--- src/hw/rtl/hmlc_pkg.sv ---
// hmlc_pkg.sv
// Shared types, codes and constants of the hatch motor limit controller.
// No dependencies.
`default_nettype none

package hmlc_pkg;

    localparam int CFG_DATA_W  = 16;
    localparam int CFG_IDX_W   = 2;
    localparam int TIMEOUT_W   = 16;
    localparam int ERR_W       = 4;
    localparam int MODE_W      = 3;
    localparam int STATUS_W    = 3;

    localparam logic [TIMEOUT_W-1:0] TIMEOUT_RESET = 16'd30000;
    localparam logic [ERR_W-1:0]     MAX_ERR_RESET = 4'd3;
    localparam logic [ERR_W-1:0]     ERR_SAT       = 4'hF;
    localparam logic [TIMEOUT_W-1:0] ELAPSED_SAT   = 16'hFFFF;

    // register indexes
    localparam logic [CFG_IDX_W-1:0] CFG_TIMEOUT = 2'd0;
    localparam logic [CFG_IDX_W-1:0] CFG_MAX_ERR = 2'd1;

    // command codes
    localparam logic [MODE_W-1:0] MODE_TICK  = 3'd0;
    localparam logic [MODE_W-1:0] MODE_OPEN  = 3'd1;
    localparam logic [MODE_W-1:0] MODE_CLOSE = 3'd2;
    localparam logic [MODE_W-1:0] MODE_UP    = 3'd3;
    localparam logic [MODE_W-1:0] MODE_DOWN  = 3'd4;
    localparam logic [MODE_W-1:0] MODE_STOP  = 3'd5;
    localparam logic [MODE_W-1:0] MODE_RESET = 3'd6;

    // status codes
    localparam logic [STATUS_W-1:0] ST_STOPPED  = 3'd0;
    localparam logic [STATUS_W-1:0] ST_OPEN     = 3'd1;
    localparam logic [STATUS_W-1:0] ST_CLOSED   = 3'd2;
    localparam logic [STATUS_W-1:0] ST_MOVING   = 3'd3;
    localparam logic [STATUS_W-1:0] ST_ERROR    = 3'd4;
    localparam logic [STATUS_W-1:0] ST_DISABLED = 3'd5;

    typedef struct packed {
        logic [MODE_W-1:0] mode;
        logic              limit_open;
        logic              limit_closed;
    } t_in_item;

    typedef struct packed {
        logic                drive_up;
        logic                drive_down;
        logic [STATUS_W-1:0] status;
        logic                busy_res;
        logic [ERR_W-1:0]    errors_seen;
        logic                locked_out;
    } t_out_item;

    typedef struct packed {
        logic [TIMEOUT_W-1:0] move_timeout_ticks;
        logic [ERR_W-1:0]     max_errors;
    } t_cfg;

    typedef struct packed {
        logic [STATUS_W-1:0]  status_code;
        logic [ERR_W-1:0]     error_tally;
        logic                 lockout;
        logic                 run_active;
        logic                 run_toward_open;
        logic [TIMEOUT_W-1:0] elapsed_ticks;
        logic                 motor_up_on;
        logic                 motor_down_on;
    } t_state;

    localparam t_state STATE_RESET = '{
        status_code:     ST_STOPPED,
        error_tally:     '0,
        lockout:         1'b0,
        run_active:      1'b0,
        run_toward_open: 1'b0,
        elapsed_ticks:   '0,
        motor_up_on:     1'b0,
        motor_down_on:   1'b0
    };

endpackage

`default_nettype wire

--- src/hw/rtl/hmlc_cfg.sv ---
// hmlc_cfg.sv
// Configuration registers: move timeout and error limit, plain write port.
// Depends on hmlc_pkg.
`default_nettype none

module hmlc_cfg (
    input  wire logic                             i_clk,
    input  wire logic                             i_rst_n,
    input  wire logic                             i_cfg_we,
    input  wire logic [hmlc_pkg::CFG_IDX_W-1:0]   i_cfg_index,
    input  wire logic [hmlc_pkg::CFG_DATA_W-1:0]  i_cfg_wdata,
    output hmlc_pkg::t_cfg                        o_cfg
);
    import hmlc_pkg::*;

    t_cfg r_cfg;

    always_ff @(posedge i_clk) begin
        if (!i_rst_n) begin
            r_cfg.move_timeout_ticks <= TIMEOUT_RESET;
            r_cfg.max_errors         <= MAX_ERR_RESET;
        end else if (i_cfg_we) begin
            case (i_cfg_index)
                CFG_TIMEOUT: r_cfg.move_timeout_ticks <= i_cfg_wdata[TIMEOUT_W-1:0];
                CFG_MAX_ERR: r_cfg.max_errors         <= i_cfg_wdata[ERR_W-1:0];
                default: ;
            endcase
        end
    end

    assign o_cfg = r_cfg;

endmodule

`default_nettype wire

--- src/hw/rtl/hmlc_step.sv ---
// hmlc_step.sv
// Next-state logic for one item: timed moves, manual drive, stop, error reset.
// Depends on hmlc_pkg.
`default_nettype none

module hmlc_step (
    input  wire hmlc_pkg::t_state   i_state,
    input  wire hmlc_pkg::t_in_item i_item,
    input  wire hmlc_pkg::t_cfg     i_cfg,
    output hmlc_pkg::t_state        o_state
);
    import hmlc_pkg::*;

    logic                 reached;
    logic [TIMEOUT_W-1:0] elapsed_inc;
    logic [ERR_W-1:0]     tally_inc;
    t_state               n;

    assign reached     = i_state.run_toward_open ? i_item.limit_open : i_item.limit_closed;
    assign elapsed_inc = (i_state.elapsed_ticks != ELAPSED_SAT) ?
                         i_state.elapsed_ticks + 16'd1 : i_state.elapsed_ticks;
    assign tally_inc   = (i_state.error_tally != ERR_SAT) ?
                         i_state.error_tally + 4'd1 : i_state.error_tally;

    always_comb begin
        n = i_state;
        if (i_state.run_active) begin
            if (reached) begin
                n.motor_up_on   = 1'b0;
                n.motor_down_on = 1'b0;
                n.run_active    = 1'b0;
                n.status_code   = i_state.run_toward_open ? ST_OPEN : ST_CLOSED;
                n.error_tally   = '0;
            end else if (i_item.mode == MODE_TICK) begin
                n.elapsed_ticks = elapsed_inc;
                if (elapsed_inc >= i_cfg.move_timeout_ticks) begin
                    n.motor_up_on   = 1'b0;
                    n.motor_down_on = 1'b0;
                    n.run_active    = 1'b0;
                    n.status_code   = ST_ERROR;
                    n.error_tally   = tally_inc;
                    if (tally_inc >= i_cfg.max_errors) begin
                        n.lockout     = 1'b1;
                        n.status_code = ST_DISABLED;
                    end
                end
            end
        end else begin
            case (i_item.mode)
                MODE_OPEN: begin
                    if (!i_state.lockout) begin
                        if (i_item.limit_open) begin
                            n.status_code = ST_OPEN;
                        end else begin
                            n.motor_up_on     = 1'b1;
                            n.motor_down_on   = 1'b0;
                            n.run_active      = 1'b1;
                            n.run_toward_open = 1'b1;
                            n.elapsed_ticks   = '0;
                        end
                    end
                end
                MODE_CLOSE: begin
                    if (!i_state.lockout) begin
                        if (i_item.limit_closed) begin
                            n.status_code = ST_CLOSED;
                        end else begin
                            n.motor_up_on     = 1'b0;
                            n.motor_down_on   = 1'b1;
                            n.run_active      = 1'b1;
                            n.run_toward_open = 1'b0;
                            n.elapsed_ticks   = '0;
                        end
                    end
                end
                MODE_UP, MODE_DOWN: begin
                    if (!i_state.lockout) begin
                        n.motor_up_on   = (i_item.mode == MODE_UP);
                        n.motor_down_on = (i_item.mode == MODE_DOWN);
                        n.status_code   = ST_MOVING;
                    end
                end
                MODE_STOP: begin
                    n.motor_up_on   = 1'b0;
                    n.motor_down_on = 1'b0;
                    if (i_state.status_code == ST_MOVING) begin
                        n.status_code = ST_STOPPED;
                    end
                end
                MODE_RESET: begin
                    n.error_tally = '0;
                    n.lockout     = 1'b0;
                    if (i_item.limit_closed) begin
                        n.status_code = ST_CLOSED;
                    end else if (i_item.limit_open) begin
                        n.status_code = ST_OPEN;
                    end else begin
                        n.status_code = ST_STOPPED;
                    end
                end
                default: ;
            endcase
        end
    end

    assign o_state = n;

endmodule

`default_nettype wire

--- src/hw/rtl/hatch_motor_limit_controller_core.sv ---
// hatch_motor_limit_controller_core.sv
// Top level: input register, next-state logic, controller state and result register.
// Depends on hmlc_pkg, hmlc_cfg, hmlc_step.
//
//   channel   direction  handshake                  payload
//   input     in         i_in_valid / o_in_stall    i_in_data  (t_in_item)
//   result    out        o_out_valid / i_out_stall  o_out_data (t_out_item)
//   config    in         i_cfg_we                   i_cfg_index, i_cfg_wdata
//
// One item per cycle sustained unless the result side stalls; each item passes through the
// input register, then the result register.
// Reset is synchronous and restores the controller state and register defaults.
// A stall on the result side holds the result register; the input register still takes
// one more item, after which o_in_stall rises until the result moves on.
`default_nettype none

module hatch_motor_limit_controller_core (
    input  wire logic                             i_clk,
    input  wire logic                             i_rst_n,
    input  wire logic                             i_in_valid,
    output logic                                  o_in_stall,
    input  wire hmlc_pkg::t_in_item               i_in_data,
    output logic                                  o_out_valid,
    input  wire logic                             i_out_stall,
    output hmlc_pkg::t_out_item                   o_out_data,
    input  wire logic                             i_cfg_we,
    input  wire logic [hmlc_pkg::CFG_IDX_W-1:0]   i_cfg_index,
    input  wire logic [hmlc_pkg::CFG_DATA_W-1:0]  i_cfg_wdata
);
    import hmlc_pkg::*;

    t_cfg      cfg;
    t_state    r_state;
    t_state    n_state;
    logic      r_s1_valid;
    t_in_item  r_s1_data;
    logic      r_out_valid;
    t_out_item r_out_data;
    logic      out_free;
    logic      s1_adv;
    logic      in_xfer;

    hmlc_cfg u_cfg (
        .i_clk       (i_clk),
        .i_rst_n     (i_rst_n),
        .i_cfg_we    (i_cfg_we),
        .i_cfg_index (i_cfg_index),
        .i_cfg_wdata (i_cfg_wdata),
        .o_cfg       (cfg)
    );

    hmlc_step u_step (
        .i_state (r_state),
        .i_item  (r_s1_data),
        .i_cfg   (cfg),
        .o_state (n_state)
    );

    assign out_free   = !r_out_valid || !i_out_stall;
    assign s1_adv     = r_s1_valid && out_free;
    assign o_in_stall = r_s1_valid && !out_free;
    assign in_xfer    = i_in_valid && !o_in_stall;

    always_ff @(posedge i_clk) begin
        if (!i_rst_n) begin
            r_s1_valid  <= 1'b0;
            r_out_valid <= 1'b0;
            r_state     <= STATE_RESET;
        end else begin
            if (in_xfer) begin
                r_s1_valid <= 1'b1;
            end else if (s1_adv) begin
                r_s1_valid <= 1'b0;
            end
            if (out_free) begin
                r_out_valid <= r_s1_valid;
            end
            if (s1_adv) begin
                r_state <= n_state;
            end
        end
    end

    always_ff @(posedge i_clk) begin
        if (in_xfer) begin
            r_s1_data <= i_in_data;
        end
        if (s1_adv) begin
            r_out_data.drive_up    <= n_state.motor_up_on;
            r_out_data.drive_down  <= n_state.motor_down_on;
            r_out_data.status      <= n_state.status_code;
            r_out_data.busy_res    <= n_state.run_active;
            r_out_data.errors_seen <= n_state.error_tally;
            r_out_data.locked_out  <= n_state.lockout;
        end
    end

    assign o_out_valid = r_out_valid;
    assign o_out_data  = r_out_data;

endmodule

`default_nettype wire

--- config.mk ---
export PLATFORM = sky130hd
export DESIGN_NAME = hatch_motor_limit_controller_core
export DESIGN_NICKNAME = d
export VERILOG_FILES = /design/src/hw/rtl/hmlc_pkg.sv /design/src/hw/rtl/hmlc_cfg.sv /design/src/hw/rtl/hmlc_step.sv /design/src/hw/rtl/hatch_motor_limit_controller_core.sv
export SDC_FILE = /design/constraint.sdc
export NUM_CORES = 1
export LEC_CHECK = 0
export BUFFER_PORTS_ARGS = -buffer_cell sky130_fd_sc_hd__buf_2
export CAP_MARGIN = 20
export CORE_ASPECT_RATIO = 0.75
export CORE_MARGIN = 1.5
export CORE_UTILIZATION = 53
export DETAILED_ROUTE_END_ITERATION = 8
export PLACE_DENSITY = 0.86
export SLEW_MARGIN = 20
export SYNTH_ARGS = -nofsm -noshare
export SYNTH_HDL_FRONTEND = slang
export SYNTH_SLANG_ARGS = --single-unit
--- constraint.sdc ---
create_clock -name i_clk -period 3.9 [get_ports i_clk]
set_clock_uncertainty 0.05 [all_clocks]
set_input_delay 0 -clock i_clk [delete_from_list [all_inputs] [get_ports i_clk]]
set_output_delay 0 -clock i_clk [all_outputs]
set_load 0.005 [all_outputs]
==> impl_metrics.ini <==
[outcome]
status = completed

[clock_network]
htree_levels = 3
clk_latency_ps = 360
cts.sinks = 66
cts_root_buf = clkbuf_8
ctsLongestPathBuffers = 2
tritoncts = built
cts.reportedPaths.clkPinSlew_ps = 80
cts_buffers = 9

[hold_path]
hp-class = in -> reg
worstHoldPathCells = 4
hold_start = i_cfg_index[1]
hold_end = u_cfg.o_cfg[15]$_SDFFE_PN0P_

[detailed_routing]
num_vias = 3638
wl_per_cell_um = 16.1
drtIter0Drc = 470
ant_nets = 0
drt_wl_total_um = 10000
drc = 0
drtPass1Iterations = 5
avgViaCountPerCell = 5.86

[timing]
max_freq_ghz = 0.264
finalHoldViolations = 0
setup_viol = 0
finalMaxSlewViolations = 0
slew_headroom_pct = 32.5
worst_pin_slew_ps = 1010
setup_slack_ps = 115
layout_min_cycle_time_ps = 3780
rsz0062_at_grt = false
finalCritPeriodShare_pct = 97.0
finalSetupTns_ps = 0

[job]
max_cap_viol_count = 0

[logic_synthesis]
ys.flop_type = dfxtp_1
synth_nets = 510
synth_cells = 460
synth_area_leaders = dfxtp_1, edfxtp_1, ha_1
post-synth-top-count-cell = nand2_1
netlist.area_leader.share_pct = 25.7
ys_ff_latch = 66
yosysWarnings = 0
ys_types = 63
async_flop_share_pct = 0
seq_area_frac_synth_pct = 38.0
syn_avg_cell_area_um2 = 8.48
synth_top_cell_by_area = dfxtp_1
synth_edf_count = 16
synth_common_cells = nand2_1, dfxtp_1, inv_1
synthesis.area_mm2 = 0.00390

[worst_setup_path]
cp_max_fo = 8
cp.arrival_ps = 3940
worstSetupEndpointType = flip-flop
setup.worst_path.class = reg -> reg
reg2reg_slack_ps = 120
required_ps = 4050
rr_endpoint = o_out_data[6]$_DFFE_PP_
reg2regPathDepth = 13
start_kind = flip-flop
r2r_start = r_state[3]$_SDFFE_PN0P_

[placement]
place.gp.congestion = 0.934
numPortBuffers = 40
place_area_mm2 = 0.00417
dpl.cell_count = 582
dpl.hpwl_um = 6620
dp_slack_ps = 85.9

[global_route]
grt_pass1_vias = 3391
antenna_found_initial = 0
grt_use_total_pct = 26.5
grt_pass1_wl_um = 16200
grt_overflow_total = 0
grt_start_max_net_pins = 52

[finish]
drive_gt1_share_pct = 16.4
layout.nets = 568
diodes = 0
fin_cells = 621
final_area_mm2 = 0.00468
n_fill_cell = 545
final_util_pct = 67.2
syn_to_final_growth_pct = 20.0

[power]
p_per_area_mw_per_mm2 = 343
p_leak_nw = 1.90
irDropWorstVdd_v = 0.000179

[floorplanning]
num_rows = 26
ioPinCount = 41
die_w_um = 102
die_y_um = 77.3
core_mm2 = 0.00696
initial_core_util_pct = 56.0
dieArea_mm2 = 0.00788
stage by stage:
stage                     total power [mW]  hold WS (ps)
after floorplan                      0.830          48.9
after global placement               0.869           129
after detailed placement             0.876           131
after CTS                             1.61          9.75
after global routing                  1.66          48.0
final                                 1.60          29.6
cell usage in the layout, fill, tap and decap left out, types with 5 or more instances in the layout:
master,Yosys,routed
dfxtp_1,50,49
nor2_1,26,26
dlygate4sd3_1,0,23
nand2b_1,12,12
nand3_1,12,12
o22ai_1,5,5
o21ai_0,17,17
nand4_1,5,5
nand2_1,72,72
nor3_1,7,7
clkbuf_8,0,9
buf_2,4,40
edfxtp_1,16,16
a21boi_0,12,12
xnor2_1,8,8
ha_1,22,22
a22oi_1,7,7
a21oi_1,25,25
nor2b_1,16,16
a31oi_1,8,8
o211ai_1,11,11
mux2i_1,5,5
inv_1,30,30
and2_1,5,5
buf_4,0,6
mux2_2,5,5
worst max-delay path: stages (launching register included):
cell       delay [ps]
dfxtp_2           380
ha_1              200
inv_1              80
or2_2             310
buf_4             170
or2_4             290
xnor2_1           170
ha_1              260
nand2b_1          150
a2111oi_1         440
and4b_1           290
o31ai_4           330
mux2_2            380
o21bai_1          130
power breakdown:
part,internal (mW),switching (mW)
sequential,0.722,0.0217
clock,0.441,0.280
combinational,0.0665,0.0730
total,1.23,0.375
state kept, by name, summed over array words and instances, names as in the netlist:
register,flops
r_s1_valid,1
r_s1_data,5
o_out_data,11
r_state,28
u_cfg.o_cfg,20
o_out_valid,1
routing by layer:
layer | share of wire (%) | GRT usage [%] | wire, um
met5 | 0 | 0 | 0
met4 | 2.1 | 9.32 | 207
met3 | 7.4 | 5.65 | 746
met2 | 46 | 41.0 | 4570
met1 | 45 | 36.5 | 4490
timing repair:
item / CTS / global route
hold buffers: 23 / 0
gates resized for setup: 0 / 5
endpoints found under the hold margin: 27 / 0
setup buffers: 0 / 0
setup endpoints to repair: 0 / 18
how the worst max path moves through the flow:
stage,start,to,slack [ps]
2_1_floorplan,r_state[2]$_SDFFE_PN0P_,o_out_data[6]$_DFFE_PP_,180
3_3_place_gp,r_state[3]$_SDFFE_PN0P_,o_out_data[6]$_DFFE_PP_,250
3_5_place_dp,r_state[3]$_SDFFE_PN0P_,o_out_data[6]$_DFFE_PP_,90
4_1_cts,r_state[3]$_SDFFE_PN0P_,o_out_data[6]$_DFFE_PP_,30
5_1_grt,r_state[3]$_SDFFE_PN0P_,o_out_data[4]$_DFFE_PP_,10
6_report,r_state[3]$_SDFFE_PN0P_,o_out_data[6]$_DFFE_PP_,120
area by class of cell:
class	count	area (um2)	area share [%]
Clock buffer	12	178	3.80
Clock inverter	4	77.6	1.66
Inverter	31	116	2.49
Multi-Input combinational cell	341	2220	47.6
Sequential cell	66	1480	31.7
Tap cell	98	123	2.62
Timing Repair Buffer	69	475	10.2
cells by family (layout without fill, tap and decap cells):
group	after synthesis	in the layout	share of synthesized area, %
AO/OA/AOI/OAI	118	118	20.8
multiplexers	11	11	3.11
adder cells (fa/ha/maj)	22	22	7.06
buffers and inverters	53	116	5.65
AND/OR/NAND/NOR	179	179	22.9
XOR/XNOR	11	11	2.47
flip-flops	66	66	38.0
No activity file was read; power rests on OpenSTA's default activity.
